File: src/ecg_frame_delta_decoder_core_assert.svh
`ifndef ECG_FRAME_DELTA_DECODER_CORE_ASSERT_SVH
`define ECG_FRAME_DELTA_DECODER_CORE_ASSERT_SVH

// Checks that a condition holds at every clock edge outside reset.
`define EFDD_ASSERT(label, clk, rst_n, cond, msg) \
  label: assert property (@(posedge clk) disable iff (!rst_n) (cond)) else $error(msg);

// Checks that a trigger is followed by a consequence in the following cycle.
`define EFDD_ASSERT_NEXT(label, clk, rst_n, trig, cons, msg) \
  label: assert property (@(posedge clk) disable iff (!rst_n) (trig) |=> (cons)) \
    else $error(msg);

`endif

File: src/efdd_pkg.sv
package efdd_pkg;

  localparam int FRAME_BYTES        = 132;
  localparam int FIRST_DELTA_OFFSET = 24;
  localparam int DELTA_STRIDE       = 12;
  localparam int DELTA_COUNT        = 9;

  localparam logic [7:0] SYNC_BYTE = 8'h80;
  localparam int BASE_BIAS         = 2048;

  localparam int POS_W    = 8;
  localparam int IDX_W    = 4;
  localparam int SAMPLE_W = 13;
  localparam int GAP_MAX  = (FIRST_DELTA_OFFSET > DELTA_STRIDE) ?
                            FIRST_DELTA_OFFSET : DELTA_STRIDE;
  localparam int GAP_W    = $clog2(GAP_MAX + 1);

  typedef struct packed {
    logic             take_base_hi;
    logic             emit_base;
    logic             emit_delta;
    logic [IDX_W-1:0] index;
  } efdd_dec_t;

endpackage

File: src/ecg_frame_delta_decoder_core.sv
// A completed sample word goes from the input register into the result register.
// Throughput: one byte per cycle unless stalled; the input register feeds the result
// register directly. A byte waits there only while out_stall_i holds a result word.
// Reset is asynchronous and active low; it clears the frame tracking, returns the decoder
// to hunting for sync, and empties both registers.
`include "ecg_frame_delta_decoder_core_assert.svh"

module ecg_frame_delta_decoder_core (
  input  logic                                 clk_i,
  input  logic                                 rst_ni,
  input  logic                                 in_valid_i,
  output logic                                 in_stall_o,
  input  logic [7:0]                           rx_byte_i,
  output logic                                 out_valid_o,
  input  logic                                 out_stall_i,
  output logic signed [efdd_pkg::SAMPLE_W-1:0] sample_o,
  output logic [efdd_pkg::IDX_W-1:0]           sample_index_o,
  output logic                                 frame_last_o
);

  logic                                 in_valid_q, in_valid_d;
  logic [7:0]                           in_byte_q, in_byte_d;
  logic                                 out_valid_q, out_valid_d;
  logic signed [efdd_pkg::SAMPLE_W-1:0] out_sample_q, out_sample_d;
  logic [efdd_pkg::IDX_W-1:0]           out_index_q, out_index_d;
  logic                                 out_last_q, out_last_d;

  efdd_pkg::efdd_dec_t                  dec;
  logic signed [efdd_pkg::SAMPLE_W-1:0] sample_next;
  logic                                 produce;
  logic                                 out_free;
  logic                                 step;
  logic                                 in_load;

  efdd_frame_ctrl u_frame_ctrl (
    .clk_i  (clk_i),
    .rst_ni (rst_ni),
    .step_i (step),
    .byte_i (in_byte_q),
    .dec_o  (dec)
  );

  efdd_sample_acc u_sample_acc (
    .clk_i    (clk_i),
    .rst_ni   (rst_ni),
    .step_i   (step),
    .byte_i   (in_byte_q),
    .dec_i    (dec),
    .sample_o (sample_next)
  );

  always_comb begin
    produce    = dec.emit_base || dec.emit_delta;
    out_free   = !out_valid_q || !out_stall_i;
    step       = in_valid_q && (!produce || out_free);
    in_stall_o = in_valid_q && !step;
    in_load    = in_valid_i && !in_stall_o;

    in_valid_d = in_load ? 1'b1 : (step ? 1'b0 : in_valid_q);
    in_byte_d  = in_load ? rx_byte_i : in_byte_q;

    out_valid_d  = out_valid_q && out_stall_i;
    out_sample_d = out_sample_q;
    out_index_d  = out_index_q;
    out_last_d   = out_last_q;
    if (step && produce) begin
      out_valid_d  = 1'b1;
      out_sample_d = sample_next;
      out_index_d  = dec.index;
      out_last_d   = (dec.index == efdd_pkg::IDX_W'(efdd_pkg::DELTA_COUNT));
    end
  end

  always_ff @(posedge clk_i or negedge rst_ni) begin
    if (!rst_ni) begin
      in_valid_q  <= 1'b0;
      out_valid_q <= 1'b0;
    end else begin
      in_valid_q  <= in_valid_d;
      out_valid_q <= out_valid_d;
    end
  end

  always_ff @(posedge clk_i) begin
    in_byte_q    <= in_byte_d;
    out_sample_q <= out_sample_d;
    out_index_q  <= out_index_d;
    out_last_q   <= out_last_d;
  end

  assign out_valid_o    = out_valid_q;
  assign sample_o       = out_sample_q;
  assign sample_index_o = out_index_q;
  assign frame_last_o   = out_last_q;

  `EFDD_ASSERT_NEXT(a_result_loaded, clk_i, rst_ni, step && produce, out_valid_q,
    "decoded sample was not registered")
  `EFDD_ASSERT(a_last_index, clk_i, rst_ni,
    !(out_valid_q && out_last_q) ||
    (out_index_q == efdd_pkg::IDX_W'(efdd_pkg::DELTA_COUNT)),
    "frame_last on a sample that is not the final one")
  `EFDD_ASSERT(a_stall_cause, clk_i, rst_ni,
    !in_stall_o || (in_valid_q && produce && out_valid_q),
    "input stalled without a pending result")

endmodule

File: src/efdd_frame_ctrl.sv
`include "ecg_frame_delta_decoder_core_assert.svh"

module efdd_frame_ctrl (
  input  logic                 clk_i,
  input  logic                 rst_ni,
  input  logic                 step_i,
  input  logic [7:0]           byte_i,
  output efdd_pkg::efdd_dec_t  dec_o
);

  logic                            collecting_q, collecting_d;
  logic [efdd_pkg::POS_W-1:0]      pos_q, pos_d;
  logic [efdd_pkg::GAP_W-1:0]      gap_q, gap_d;
  logic [efdd_pkg::IDX_W-1:0]      slot_q, slot_d;

  always_comb begin
    dec_o.take_base_hi = collecting_q && (pos_q == efdd_pkg::POS_W'(0));
    dec_o.emit_base    = collecting_q && (pos_q == efdd_pkg::POS_W'(1));
    dec_o.emit_delta   = collecting_q && (gap_q == '0) &&
                         (slot_q < efdd_pkg::IDX_W'(efdd_pkg::DELTA_COUNT));
    dec_o.index        = dec_o.emit_delta ? slot_q + efdd_pkg::IDX_W'(1) : '0;
  end

  always_comb begin
    collecting_d = collecting_q;
    pos_d        = pos_q;
    gap_d        = gap_q;
    slot_d       = slot_q;
    if (step_i) begin
      if (!collecting_q) begin
        if (byte_i == efdd_pkg::SYNC_BYTE) begin
          collecting_d = 1'b1;
          pos_d        = '0;
          gap_d        = efdd_pkg::GAP_W'(efdd_pkg::FIRST_DELTA_OFFSET);
          slot_d       = '0;
        end
      end else begin
        if (gap_q == '0) begin
          gap_d = efdd_pkg::GAP_W'(efdd_pkg::DELTA_STRIDE - 1);
          if (slot_q < efdd_pkg::IDX_W'(efdd_pkg::DELTA_COUNT)) begin
            slot_d = slot_q + efdd_pkg::IDX_W'(1);
          end
        end else begin
          gap_d = gap_q - efdd_pkg::GAP_W'(1);
        end
        if (pos_q == efdd_pkg::POS_W'(efdd_pkg::FRAME_BYTES - 1)) begin
          collecting_d = 1'b0;
          pos_d        = '0;
        end else begin
          pos_d = pos_q + efdd_pkg::POS_W'(1);
        end
      end
    end
  end

  always_ff @(posedge clk_i or negedge rst_ni) begin
    if (!rst_ni) begin
      collecting_q <= 1'b0;
      pos_q        <= '0;
      gap_q        <= '0;
      slot_q       <= '0;
    end else begin
      collecting_q <= collecting_d;
      pos_q        <= pos_d;
      gap_q        <= gap_d;
      slot_q       <= slot_d;
    end
  end

  `EFDD_ASSERT(a_one_kind, clk_i, rst_ni, !(dec_o.emit_base && dec_o.emit_delta),
    "base and delta decoded on the same byte")
  `EFDD_ASSERT(a_slot_range, clk_i, rst_ni,
    slot_q <= efdd_pkg::IDX_W'(efdd_pkg::DELTA_COUNT), "delta slot out of range")
  `EFDD_ASSERT(a_hunt_pos, clk_i, rst_ni, collecting_q || (pos_q == '0),
    "byte position nonzero while hunting")
  `EFDD_ASSERT_NEXT(a_sync_start, clk_i, rst_ni,
    step_i && !collecting_q && (byte_i == efdd_pkg::SYNC_BYTE), collecting_q,
    "sync byte did not start a frame")

endmodule

File: src/efdd_sample_acc.sv
module efdd_sample_acc (
  input  logic                                clk_i,
  input  logic                                rst_ni,
  input  logic                                step_i,
  input  logic [7:0]                          byte_i,
  input  efdd_pkg::efdd_dec_t                 dec_i,
  output logic signed [efdd_pkg::SAMPLE_W-1:0] sample_o
);

  logic [5:0]                           base_hi_q, base_hi_d;
  logic signed [efdd_pkg::SAMPLE_W-1:0] run_q, run_d;
  logic signed [efdd_pkg::SAMPLE_W-1:0] base_val;
  logic signed [efdd_pkg::SAMPLE_W-1:0] delta_val;
  logic signed [efdd_pkg::SAMPLE_W-1:0] mag;

  always_comb begin
    base_val  = $signed({1'b0, base_hi_q, byte_i[5:0]}) -
                efdd_pkg::SAMPLE_W'(efdd_pkg::BASE_BIAS);
    mag       = $signed({{(efdd_pkg::SAMPLE_W - 6){1'b0}}, byte_i[5:0]});
    delta_val = (byte_i[7:6] == 2'b01) ? run_q - mag : run_q + mag;
    sample_o  = dec_i.emit_base ? base_val : delta_val;
  end

  always_comb begin
    base_hi_d = base_hi_q;
    run_d     = run_q;
    if (step_i) begin
      if (dec_i.take_base_hi) begin
        base_hi_d = byte_i[5:0];
      end
      if (dec_i.emit_base || dec_i.emit_delta) begin
        run_d = sample_o;
      end
    end
  end

  always_ff @(posedge clk_i or negedge rst_ni) begin
    if (!rst_ni) begin
      base_hi_q <= '0;
      run_q     <= '0;
    end else begin
      base_hi_q <= base_hi_d;
      run_q     <= run_d;
    end
  end

endmodule
File: config.mk
export PLATFORM = sky130hd
export DESIGN_NAME = ecg_frame_delta_decoder_core
export DESIGN_NICKNAME = d
export VERILOG_FILES = /design/src/efdd_pkg.sv /design/src/ecg_frame_delta_decoder_core.sv /design/src/efdd_frame_ctrl.sv /design/src/efdd_sample_acc.sv
export VERILOG_INCLUDE_DIRS = /design/src /design/src/src
export SDC_FILE = /design/constraint.sdc
export NUM_CORES = 1
export LEC_CHECK = 0
export BUFFER_PORTS_ARGS = -buffer_cell sky130_fd_sc_hd__buf_4
export CELL_PAD_IN_SITES_DETAIL_PLACEMENT = 0
export CELL_PAD_IN_SITES_GLOBAL_PLACEMENT = 2
export CORE_ASPECT_RATIO = 1.4
export CORE_MARGIN = 2
export CORE_UTILIZATION = 42
export DETAILED_ROUTE_END_ITERATION = 10
export PLACE_DENSITY_LB_ADDON = 0.1
export SYNTH_ARGS = -nofsm -noshare
export SYNTH_HDL_FRONTEND = slang
export SYNTH_HIERARCHICAL = 1
export SYNTH_SLANG_ARGS = --single-unit
File: constraint.sdc
create_clock -name clk_i -period 5.5 [get_ports clk_i]
set_input_delay 0.825 -clock clk_i [delete_from_list [all_inputs] [get_ports clk_i]]
set_output_delay 0.825 -clock clk_i [all_outputs]
set_load 0.01 [all_outputs]
==> results by group <==
GRT
  • Vias in the first global route: 2828
  • First-pass GRT wire length: 14200 µm
  • Initial antenna violation count: 0
  • Tot GR Track Use: 0.191
  • Largest net degree at the start of global routing: 40
  • Total grt overflow: 0

Logic synthesis
  • Count leader, synth: dfrtp_1
  • Yosys warnings: 6
  • Syn Nets: around 380
  • Synth cell types: slightly above 60
  • Fraction of registers with async set/reset: 0.600
  • Ranking of synthesized cells by area: dfrtp_1 (27%), edfxtp_1 (21%), ha_1 (6.5%)
  • Post-synth EDFFs: 26
  • Post-synth top area share: 0.265
  • Most common library cells after synthesis: dfrtp_1 (39), nand2_1 (37), edfxtp_1 (26)
  • Cell taking the most area after synthesis: dfrtp_1
  • Sequential element share of the synthesized area: 0.477
  • Main flop type after synthesis: dfrtp_1
  • Avg Inst Size Synth: 10.6 µm²
  • Syn Std Cell Area: between 0.003 and 0.004 mm²
  • Post-Synthesis Cells: 347
  • Synthesis-stage register bit count: 65

Die
  • Core area: between 0.008 and 0.009 mm²
  • I/O Pins: 32
  • FP Rows: 40
  • Chip height: between 100 and 150 µm
  • Initial core utilization: 0.430
  • Die width: 83.1 µm
  • Die ar.: around 0.0095 mm²

Placed design
  • Port buffer count: 31
  • RePlAce Congestion: 0.848
  • DP HPWL: 6100 µm
  • Setup WS pre-CTS: between 1.5 and 2 ns

Pwr
  • Leak pwr: ~0.0019 µW
  • Total Power: 1740 µW
  • Worst VDD drop: between 0.0002 and 0.00025 V
  • PwrDens: approximately 400 mW/mm²

Clocking
  • CTS buffer count: 9
  • TritonCTS clock tree: done
  • CTS root buf: clkbuf_16
  • Clock-pin slew on the worst setup and hold paths: roughly 0.05 ns
  • CTS Buffer Depth: 2
  • CTS Sinks: 65
  • Post_cts resized: 0
  • Setup bufs post-CTS: 0
  • Htree depth: 3
  • Cts-stage hold buffer count: 0
  • Worst-Skew Late Latency: ~0.33 ns

STA
  • Actual slew at the worst max-slew pin: 1.15 ns
  • Layout Skew: about 0.0042 ns
  • Final hold slack: 0.493 ns
  • Endpoints failing hold: 0
  • Setup TNS Final: 0 ns
  • Max Freq: around 0.28 GHz
  • Relative slew slack: 0.234
  • RSZ-0062 raised after global routing: no
  • Slew Limit Fails: 0
  • Tcrit/Tclk final: 0.641
  • Final WS setup: roughly 2.0 ns
  • Final Setup Violations: 0
  • Crit path time final: roughly 3.5 ns

Setup path
  • R2R cell count: 9
  • RR Startpoint: in_byte_q[4]
  • Crit-path leading delay family: compound AO/OA/AOI/OAI gates
  • Worst reg2reg endpoint: sample_o[11]
  • CP required: between 5 and 6 ns
  • Crit-path slowest cell: o41ai_1
  • Setup crit end kind: flop
  • Worst setup SP type: flop
  • Crit path cell chain: or3_1, o41ai_1, ha_1, and3_1, nand2_1, a21oi_1, o41ai_1, xor2_1, mux2i_1
  • Largest incremental delay on the critical path: approximately 0.57 ns
  • CP Depth: 9
  • Crit Path Max Fanout: 8
  • CP Launch Point: in_byte_q[4]
  • CP arrival: 3.59 ns
  • Worst setup path end: sample_o[11]
  • Worst path most repeated cell: o41ai_1
  • R2r setup slk: 1.98 ns
  • WP buf/inv: 0
  • WS Path Type: flop to flop

Routing
  • Wire length per cell: 17.3 µm
  • DR pass1 iterations: 4
  • Vias per cell: about 5.6
  • DRT antenna net count: 0
  • Routed vias: about 2800
  • DR iter-0 viols: 134
  • WL final: 8530 µm
  • Number of remaining DRC errors: 0

Layout
  • Synth-to-Final Area Change: 18.7%
  • ANT cells: 0
  • Nets: 416
  • Layout cells sized above 1: 0.198

Run
  • Total of max-cap violations: 0

Outcome
  • Status: complete, no violations

Min path
  • Worst min-delay path category: input pin to async pin
==> report_power, final <==
part           internal, µW  switching (µW)  total (µW)  leakage, µW
clock network           438             205         643     0.000161
registers               587            71.4         659     0.000751
logic                   195             247         443     0.000938
==> how the worst min path moves through the flow <==
stage / cells after the start / endpoint / slack, ns
5_1_grt: 1 / u_frame_ctrl/pos_q[3] / 0.53
3_3_place_gp: 2 / u_sample_acc/base_hi_q[0] / 0.49
3_5_place_dp: 2 / u_sample_acc/base_hi_q[0] / 0.48
6_report: 1 / u_sample_acc/run_q[10] / 0.49
2_1_floorplan: 2 / u_sample_acc/base_hi_q[0] / 0.45
4_1_cts: 2 / u_sample_acc/base_hi_q[0] / 0.50
==> state kept, by name, summed over array words and instances (netlist names), 4 cells and up <==
register and cells:
u_frame_ctrl/gap_q 5, in_byte_q 8, sample_index_o 4, u_frame_ctrl/pos_q 8
u_sample_acc/run_q 13, sample_o 13, u_frame_ctrl/slot_q 4, u_sample_acc/base_hi_q 6
==> logic make-up after synthesis <==
family / synth area share
simple gates: 0.163
compound gates: 0.167
flops: 0.477
buf+inv: 0.0245
fa+ha+maj: 0.0700
mux: 0.0574
xor+xnor: 0.0404
==> routing by layer <==
metal | vias up | share of wire | GRT usage
met5 | - | 0 | 0
li1 | 1361 | - | -
met2 | 69 | 0.54 | 0.346
met1 | 1325 | 0.40 | 0.215
met3 | 16 | 0.035 | 0.0402
met4 | 0 | 0.027 | 0.0885
==> layout make-up <==
| cell class | count | area (µm²) |
|---|---|---|
| Inverter | 17 | 63.8 |
| Clock inverter | 6 | 108 |
| Timing Repair Buffer | 33 | 248 |
| Clock buffer | 9 | 225 |
| Fill cell | 807 | 4190 |
| Sequential cell | 65 | 1760 |
| Multi-Input combinational cell | 258 | 1840 |
| Tap cell | 105 | 131 |
==> cell usage in the layout (no fill, tap or decap), types with 6 or more instances in the layout <==
master     netlist  final
dfrtp_1         39     39
nand2_1         37     37
buf_4            0     33
edfxtp_1        26     26
o21ai_0         25     25
nor2_1          20     20
ha_1            19     19
inv_1           17     17
a21oi_1         14     13
mux2_2          13     13
clkbuf_16        0      9
nor3_1           9      9
xor2_1           9      9
xnor2_1          8      8
nand3_1          8      8
nand2b_1         6      6
and3_1           6      6
==> stage by stage <==
stage / area [µm²] / util / cells
2_1_floorplan: 3680 / - / 347
3_3_place_gp: 4040 / 0.472 / 478
3_5_place_dp: 4040 / 0.472 / 478
4_1_cts: 4370 / 0.511 / 493
5_1_grt: 4370 / 0.511 / 493
6_report: 4370 / 0.511 / 493
(Power assumes the default switching activity.)
